### src/design/pcbs_pkg.sv
// shared types and constants for the per-class box suppression block
package pcbs_pkg;

	localparam int unsigned CoordW = 16;
	localparam int unsigned ScoreW = 16;
	localparam int unsigned ClassW = 8;
	localparam int unsigned ThrW   = 16;
	localparam int unsigned AreaW  = 2 * CoordW;
	localparam logic [ThrW-1:0] ThrReset = 16'd29491;

	typedef struct packed {
		logic [CoordW-1:0] bottom;
		logic [CoordW-1:0] right;
		logic [CoordW-1:0] top;
		logic [CoordW-1:0] left;
	} box_t;

	typedef struct packed {
		logic [ClassW-1:0] cls;
		logic [ScoreW-1:0] score;
	} tag_t;

	typedef enum logic [3:0] {
		ST_LOAD,
		ST_SCAN,
		ST_SCAN_WAIT,
		ST_PICK,
		ST_SUP_RD,
		ST_SUP_GEO,
		ST_SUP_MUL,
		ST_SUP_UNI,
		ST_SUP_CMP,
		ST_EMIT,
		ST_FINISH
	} state_t;

	// commands from the sequencer to the overlap unit
	typedef struct packed {
		logic geo;
		logic mul;
		logic uni;
		logic cmp;
	} iou_ctl_t;

endpackage

### src/design/pcbs_iou_unit.sv
// shared overlap unit: intersection, areas and threshold compare over four steps
module pcbs_iou_unit (
	input  logic                     clk,
	input  pcbs_pkg::iou_ctl_t       ctl,
	input  pcbs_pkg::box_t           box_a,
	input  pcbs_pkg::box_t           box_b,
	input  logic [pcbs_pkg::ThrW-1:0] thr,
	output logic                     suppress
);
	localparam int unsigned CW = pcbs_pkg::CoordW;
	localparam int unsigned AW = pcbs_pkg::AreaW;

	logic [CW-1:0] iw_q, ih_q, aw_q, ah_q, bw_q, bh_q;
	logic          pos_q;
	logic [AW-1:0] inter_q, area_a_q, area_b_q;
	logic [AW+1:0] uni_q;
	logic          sup_q;
	logic [CW-1:0] ix1, iy1, ix2, iy2;

	// intersection corners
	always_comb begin
		ix1 = (box_a.left  > box_b.left)  ? box_a.left  : box_b.left;
		iy1 = (box_a.top   > box_b.top)   ? box_a.top   : box_b.top;
		ix2 = (box_a.right < box_b.right) ? box_a.right : box_b.right;
		iy2 = (box_a.bottom < box_b.bottom) ? box_a.bottom : box_b.bottom;
	end

	// step registers
	always_ff @(posedge clk) begin
		if (ctl.geo) begin
			pos_q <= (ix2 > ix1) && (iy2 > iy1);
			iw_q  <= ix2 - ix1;
			ih_q  <= iy2 - iy1;
			aw_q  <= box_a.right - box_a.left;
			ah_q  <= box_a.bottom - box_a.top;
			bw_q  <= box_b.right - box_b.left;
			bh_q  <= box_b.bottom - box_b.top;
		end
		if (ctl.mul) begin
			inter_q  <= iw_q * ih_q;
			area_a_q <= aw_q * ah_q;
			area_b_q <= bw_q * bh_q;
		end
		if (ctl.uni) begin
			uni_q <= {2'b00, area_a_q} + {2'b00, area_b_q} - {2'b00, inter_q};
		end
		if (ctl.cmp) begin
			sup_q <= pos_q && ({2'b00, inter_q, 16'h0000} >
				({{(AW+2){1'b0}}, thr} * {16'h0000, uni_q}));
		end
	end

	assign suppress = sup_q;
endmodule

### config.mk
export PLATFORM = sky130hd
export DESIGN_NAME = pcbs_iou_unit
export DESIGN_NICKNAME = d
export VERILOG_FILES = /design/src/design/pcbs_pkg.sv /design/src/design/pcbs_iou_unit.sv
export SDC_FILE = /design/constraint.sdc
export NUM_CORES = 2
export LEC_CHECK = 0
export BUFFER_PORTS_ARGS = -buffer_cell sky130_fd_sc_hd__buf_4
export CAP_MARGIN = 30
export CELL_PAD_IN_SITES_DETAIL_PLACEMENT = 0
export CELL_PAD_IN_SITES_GLOBAL_PLACEMENT = 1
export CORE_MARGIN = 10
export CORE_UTILIZATION = 45
export CTS_BUF_LIST = sky130_fd_sc_hd__clkbuf_16
export DETAILED_ROUTE_END_ITERATION = 10
export HOLD_SLACK_MARGIN = 0.02
export PLACE_DENSITY = 0.82
export SYNTH_ARGS = -nofsm -noshare
export SYNTH_HDL_FRONTEND = slang
export SYNTH_SLANG_ARGS = --single-unit
### constraint.sdc
create_clock -name clk -period 10.2 [get_ports clk]
set_input_delay 0.51 -clock clk [delete_from_list [all_inputs] [get_ports clk]]
set_output_delay 0.51 -clock clk [all_outputs]
set_load 0.1 [all_outputs]
* Word-level counts from Yosys, hierarchy flattened
Cells that the tools add are included.
Storage, ports and cells: bits in read-only memories 0, memory bits (writable) 0, bits in registers 228, word-level logic and storage cells 37, latch bits 0, input bits 149, output and inout bits 1, memories 0
Operators by class: reductions and logical operators 2, multiply operators 4, magnitude comparators 7, multiplexer cells 4, equality and inequality tests 0, div/mod/pow operators 0, bitwise operators 0, shifts and indexed selects 0, $add $sub $neg 8
Operators with widths (number):
- multiplier 16 x 16 -> 32 bit | 3
- subtractor 16 bit | 6
- greater-than comparator 16 bit | 4
- two-way mux 16 bit | 4
- greater-than comparator 48 x 50 -> 1 bit | 1
- multiplier 16 x 34 -> 50 bit | 1
- subtractor 33 x 32 -> 34 bit | 1
- adder 32 x 32 -> 33 bit | 1
- less-than comparator 16 bit | 2
- logical AND 1 bit | 2

* Logic depth before layout (Yosys ltp)
depth after elaboration 4, gate-level depth with buffers 35, depth with buffers taken out 34

* Worst setup path before layout
Ideal clock, no wire load.
path type input to register, start input thr[7] (netlist bit), end register sup_q, in the netlist suppress, data pin, path slack 2.120 ns, cell stages on the path 34, path buffers 2, arrival 7.817 ns, required time 9.937 ns, library setup time 0.263 ns, cells stage by stage clkbuf_1 clkbuf_1 nand2_1 fa_1 inv_1 fa_1 inv_1 fa_1 inv_1 fa_1 fa_1 inv_1 fa_1 inv_1 ha_1 o21a_1 o2bb2ai_1 o31ai_2 a31oi_1 nand3_1 a41oi_2 o211ai_2 a31oi_1 xor2_1 ha_1 nand4_1 nor4_1 nand4_1 a211oi_1 o21ai_0 or4_1 nor4_1 nand3b_1 nor4_1
On the way: longest elaborated chain between the ends 3
Ends and longest elaborated chain:
- start, declared | RTL line pcbs_iou_unit.sv:7 | input logic [pcbs_pkg::ThrW-1:0] thr,
- multiplier 16 x 34 -> 50 bit | RTL line pcbs_iou_unit.sv:49 | ({{(AW+2){1'b0}}, thr} * {16'h0000, uni_q}));
- greater-than comparator 48 x 50 -> 1 bit | RTL line pcbs_iou_unit.sv:48 | sup_q <= pos_q && ({2'b00, inter_q, 16'h0000} >
- logical AND 1 bit | RTL line pcbs_iou_unit.sv:48
- end signal, assigned | RTL line pcbs_iou_unit.sv:48
- end, declared | RTL line pcbs_iou_unit.sv:17 | logic sup_q;
No other way between the ends. A chain may end at the register's enable or synchronous reset.

* Final worst setup path
start register uni_q[21], end register sup_q, in the netlist suppress, data pin
On the way: longest elaborated chain between the ends 3
Ends and longest elaborated chain:
- start, declared | RTL line pcbs_iou_unit.sv:16 | logic [AW+1:0] uni_q;
- start signal, assigned | RTL line pcbs_iou_unit.sv:45 | uni_q <= {2'b00, area_a_q} + {2'b00, area_b_q} - {2'b00, inter_q};
- multiplier 16 x 34 -> 50 bit | RTL line pcbs_iou_unit.sv:49
- greater-than comparator 48 x 50 -> 1 bit | RTL line pcbs_iou_unit.sv:48
- logical AND 1 bit | RTL line pcbs_iou_unit.sv:48
No other way between the ends.

==> impl_metrics.py <==
metrics = {
    "sta": {
        "worstMarginPinSlew_ns": 0.951,
        "setup_viol": 0,
        "slew_headroom": 0.366,
        "fin_crit_sh": 0.938,
        "tns_ns": 0,
        "finalClockSkew_ns": 0.0484,
        "hold_violations": 0,
        "drv_slew": 0,
        "rsz0062_at_grt": "false",
        "fmax_mhz": 105,
        "timing.final.crit_period_ns": 9.57,
    },
    "hold_path": {
        "hold_start": "ctl[0]",
        "hold_class": "primary input to flip-flop",
        "hold_depth": 1,
        "worstHoldEndpoint": "suppress",
    },
    "critical_path": {
        "path_buf_inv": 4,
        "cp.arrival_ns": 9.89,
        "r2r-end": "suppress",
        "crit_type": "flip-flop to flip-flop",
        "path_max_fanout": 16,
        "r2r_cells": 32,
        "crit_family": "adder cells",
        "critPathLaunchType": "flip-flop",
        "crit_top_cell": "fa_1",
        "r2r_start": "uni_q[21]",
        "crit_path_top_delay_cell": "edfxtp_1",
        "crit_path_end_kind": "flip-flop",
        "required_ns": 10.52,
        "rrSetupSlack_ns": 0.63,
        "max_stage_delay_ns": 0.87,
    },
    "drt": {
        "route.vias.total": 43400,
        "postRouteAntennaNets": 0,
        "drc": 0,
        "viasPerCell": 5.28,
        "drtIter0Drc": 2609,
        "dr.pass1.iters": 6,
        "drt_wl_total_mm": 155,
        "wire_per_inst_um": 18.8,
    },
    "yosys": {
        "avgSynthCellArea_um2": 9.08,
        "async_reset_ff_frac": 0,
        "ys_seq_elements": 228,
        "synth_ff_type": "edfxtp_1",
        "synth_cell_types": 85,
        "yosysSeqAreaShare": 0.116,
        "synth_fp_nets": 8343,
        "synth_edf_count": 228,
        "syn_area_mm2": 0.0588,
        "yosysWarnings": 0,
        "postSynthCellCount": 6475,
    },
    "cts": {
        "clockBufferDepth": 3,
        "cts.reportedPaths.clkPinSlew_ns": 0.07,
        "clock-root-buffer": "clkbuf_16",
        "htreeDepth": 1,
        "cts_resized": 0,
        "cts_tree": "yes",
        "cts_setup_buffers": 0,
        "cts_buffers": 26,
        "hold_buffers": 0,
        "insertion_delay_ns": 0.62,
        "clock_sinks": 228,
    },
    "floorplanning": {
        "die_w_um": 382,
        "rows": 132,
        "die_h_um": 382,
        "die-area_mm2": 0.146,
        "ios": 150,
        "initial_core_util": 0.454,
        "core_mm2": 0.130,
    },
    "cells_and_area": {
        "insertedDiodeCount": 0,
        "nets": 8331,
        "stdcell_count": 8220,
        "final_common_cell": "inv_1",
        "syn2layout_area_growth_pct": 5.94,
        "nFillCells": 12300,
        "drive_gt1_frac": 0.0406,
        "layout_common_cells": "inv_1 (1,451), fa_1 (1,066), nand2_1 (954)",
    },
    "global_route": {
        "grtUsageTotal": 0.216,
        "grt_antenna_before_repair": 2,
        "grt_pass1_wl_mm": 255,
        "grt_pass1_vias": 47000,
        "grt-ovfl-total": 0,
        "grt_max_degree": 72,
    },
    "outcome": {
        "status": "finished, final reports clean",
    },
    "placed_design": {
        "routabilityCongestion": 0.916,
        "placedCellCount": 8177,
        "hpwl_mm": 126,
        "portBuffers": 149,
    },
    "run": {
        "maxCapViolations": 0,
    },
}
layer usage:
metal / wire (um) / GRT usage
met4: 6370 / 0.0780
met1: 66300 / 0.283
met3: 9310 / 0.0289
met5: 0 / 0
met2: 72700 / 0.363
final cells by class:
type	count	area, um^2	share of cell area
Multi-Input combinational cell	4589	45700	0.734
Sequential cell	228	6850	0.110
Inverter	1449	5440	0.0873
Tap cell	1742	2180	0.0350
Timing Repair Buffer	169	1280	0.0205
Clock buffer	26	651	0.0104
Clock inverter	17	193	0.00309
worst max path at each step:
stage	start	end	depth (start not counted)
4_1_cts	uni_q[11]	suppress	32
5_1_grt	uni_q[11]	suppress	32
2_1_floorplan	thr[7]	suppress	34
3_5_place_dp	thr[1]	suppress	33
6_report	uni_q[21]	suppress	32
3_3_place_gp	thr[1]	suppress	33
cells in the mapped netlist, drive strengths merged (27+ instances only):
library cell | count | area (um^2)
nor3 | 39 | 200
fa | 1066 | 21300
inv | 1449 | 5440
a21oi | 201 | 1020
o21bai | 31 | 233
and2 | 500 | 3130
nand2b | 27 | 169
a21o | 115 | 863
ha | 653 | 8170
mux2i | 37 | 370
clkbuf | 201 | 756
edfxtp | 228 | 6850
nor2 | 168 | 631
nor2b | 43 | 269
xnor2 | 162 | 1420
nand2 | 954 | 3580
o21ai | 119 | 599
nand3 | 63 | 315
and3 | 27 | 169
nand4 | 33 | 206
o21a | 35 | 263
xor2 | 52 | 455
stage by stage:
step,utilization,hold slack [ns],setup slack [ns],area (um^2)
5_1_grt,0.481,0.160,0.155,62300
3_5_place_dp,0.474,0.657,0.657,61500
2_1_floorplan,-,0.526,2.12,58800
3_3_place_gp,0.474,0.653,0.816,61500
4_1_cts,0.481,0.161,0.663,62300
6_report,0.481,0.182,0.631,62300
sequential cells by signal, summed over array words and instances, names as in the netlist:
name and flops:
ih_q 16, aw_q 16, bw_q 16, suppress 1
ah_q 16, iw_q 16, pos_q 1, area_b_q 32
uni_q 34, area_a_q 32, inter_q 32, bh_q 16
worst register-to-register path, delay by kind of cell (launching register included):
kind,cells,cell delay (ns)
buf+inv,4,0.38
fa+ha+maj,8,3.87
simple gates,10,2.32
compound gates,9,1.79
xor+xnor,1,0.10
flops,1,0.87
logic make-up after synthesis:
| kind of cell | after synthesis | synth area share |
|---|---|---|
| adder cells (fa/ha/maj) | 1719 | 0.502 |
| XOR/XNOR | 214 | 0.0319 |
| buffers and inverters | 1658 | 0.106 |
| flip-flops | 228 | 0.116 |
| AO/OA/AOI/OAI | 674 | 0.0769 |
| AND/OR/NAND/NOR | 1929 | 0.157 |
| multiplexers | 53 | 0.00981 |
Power is left out: the tool's default activity adds up to more than one toggle a clock period on the data nets, which glitch-free logic cannot reach.
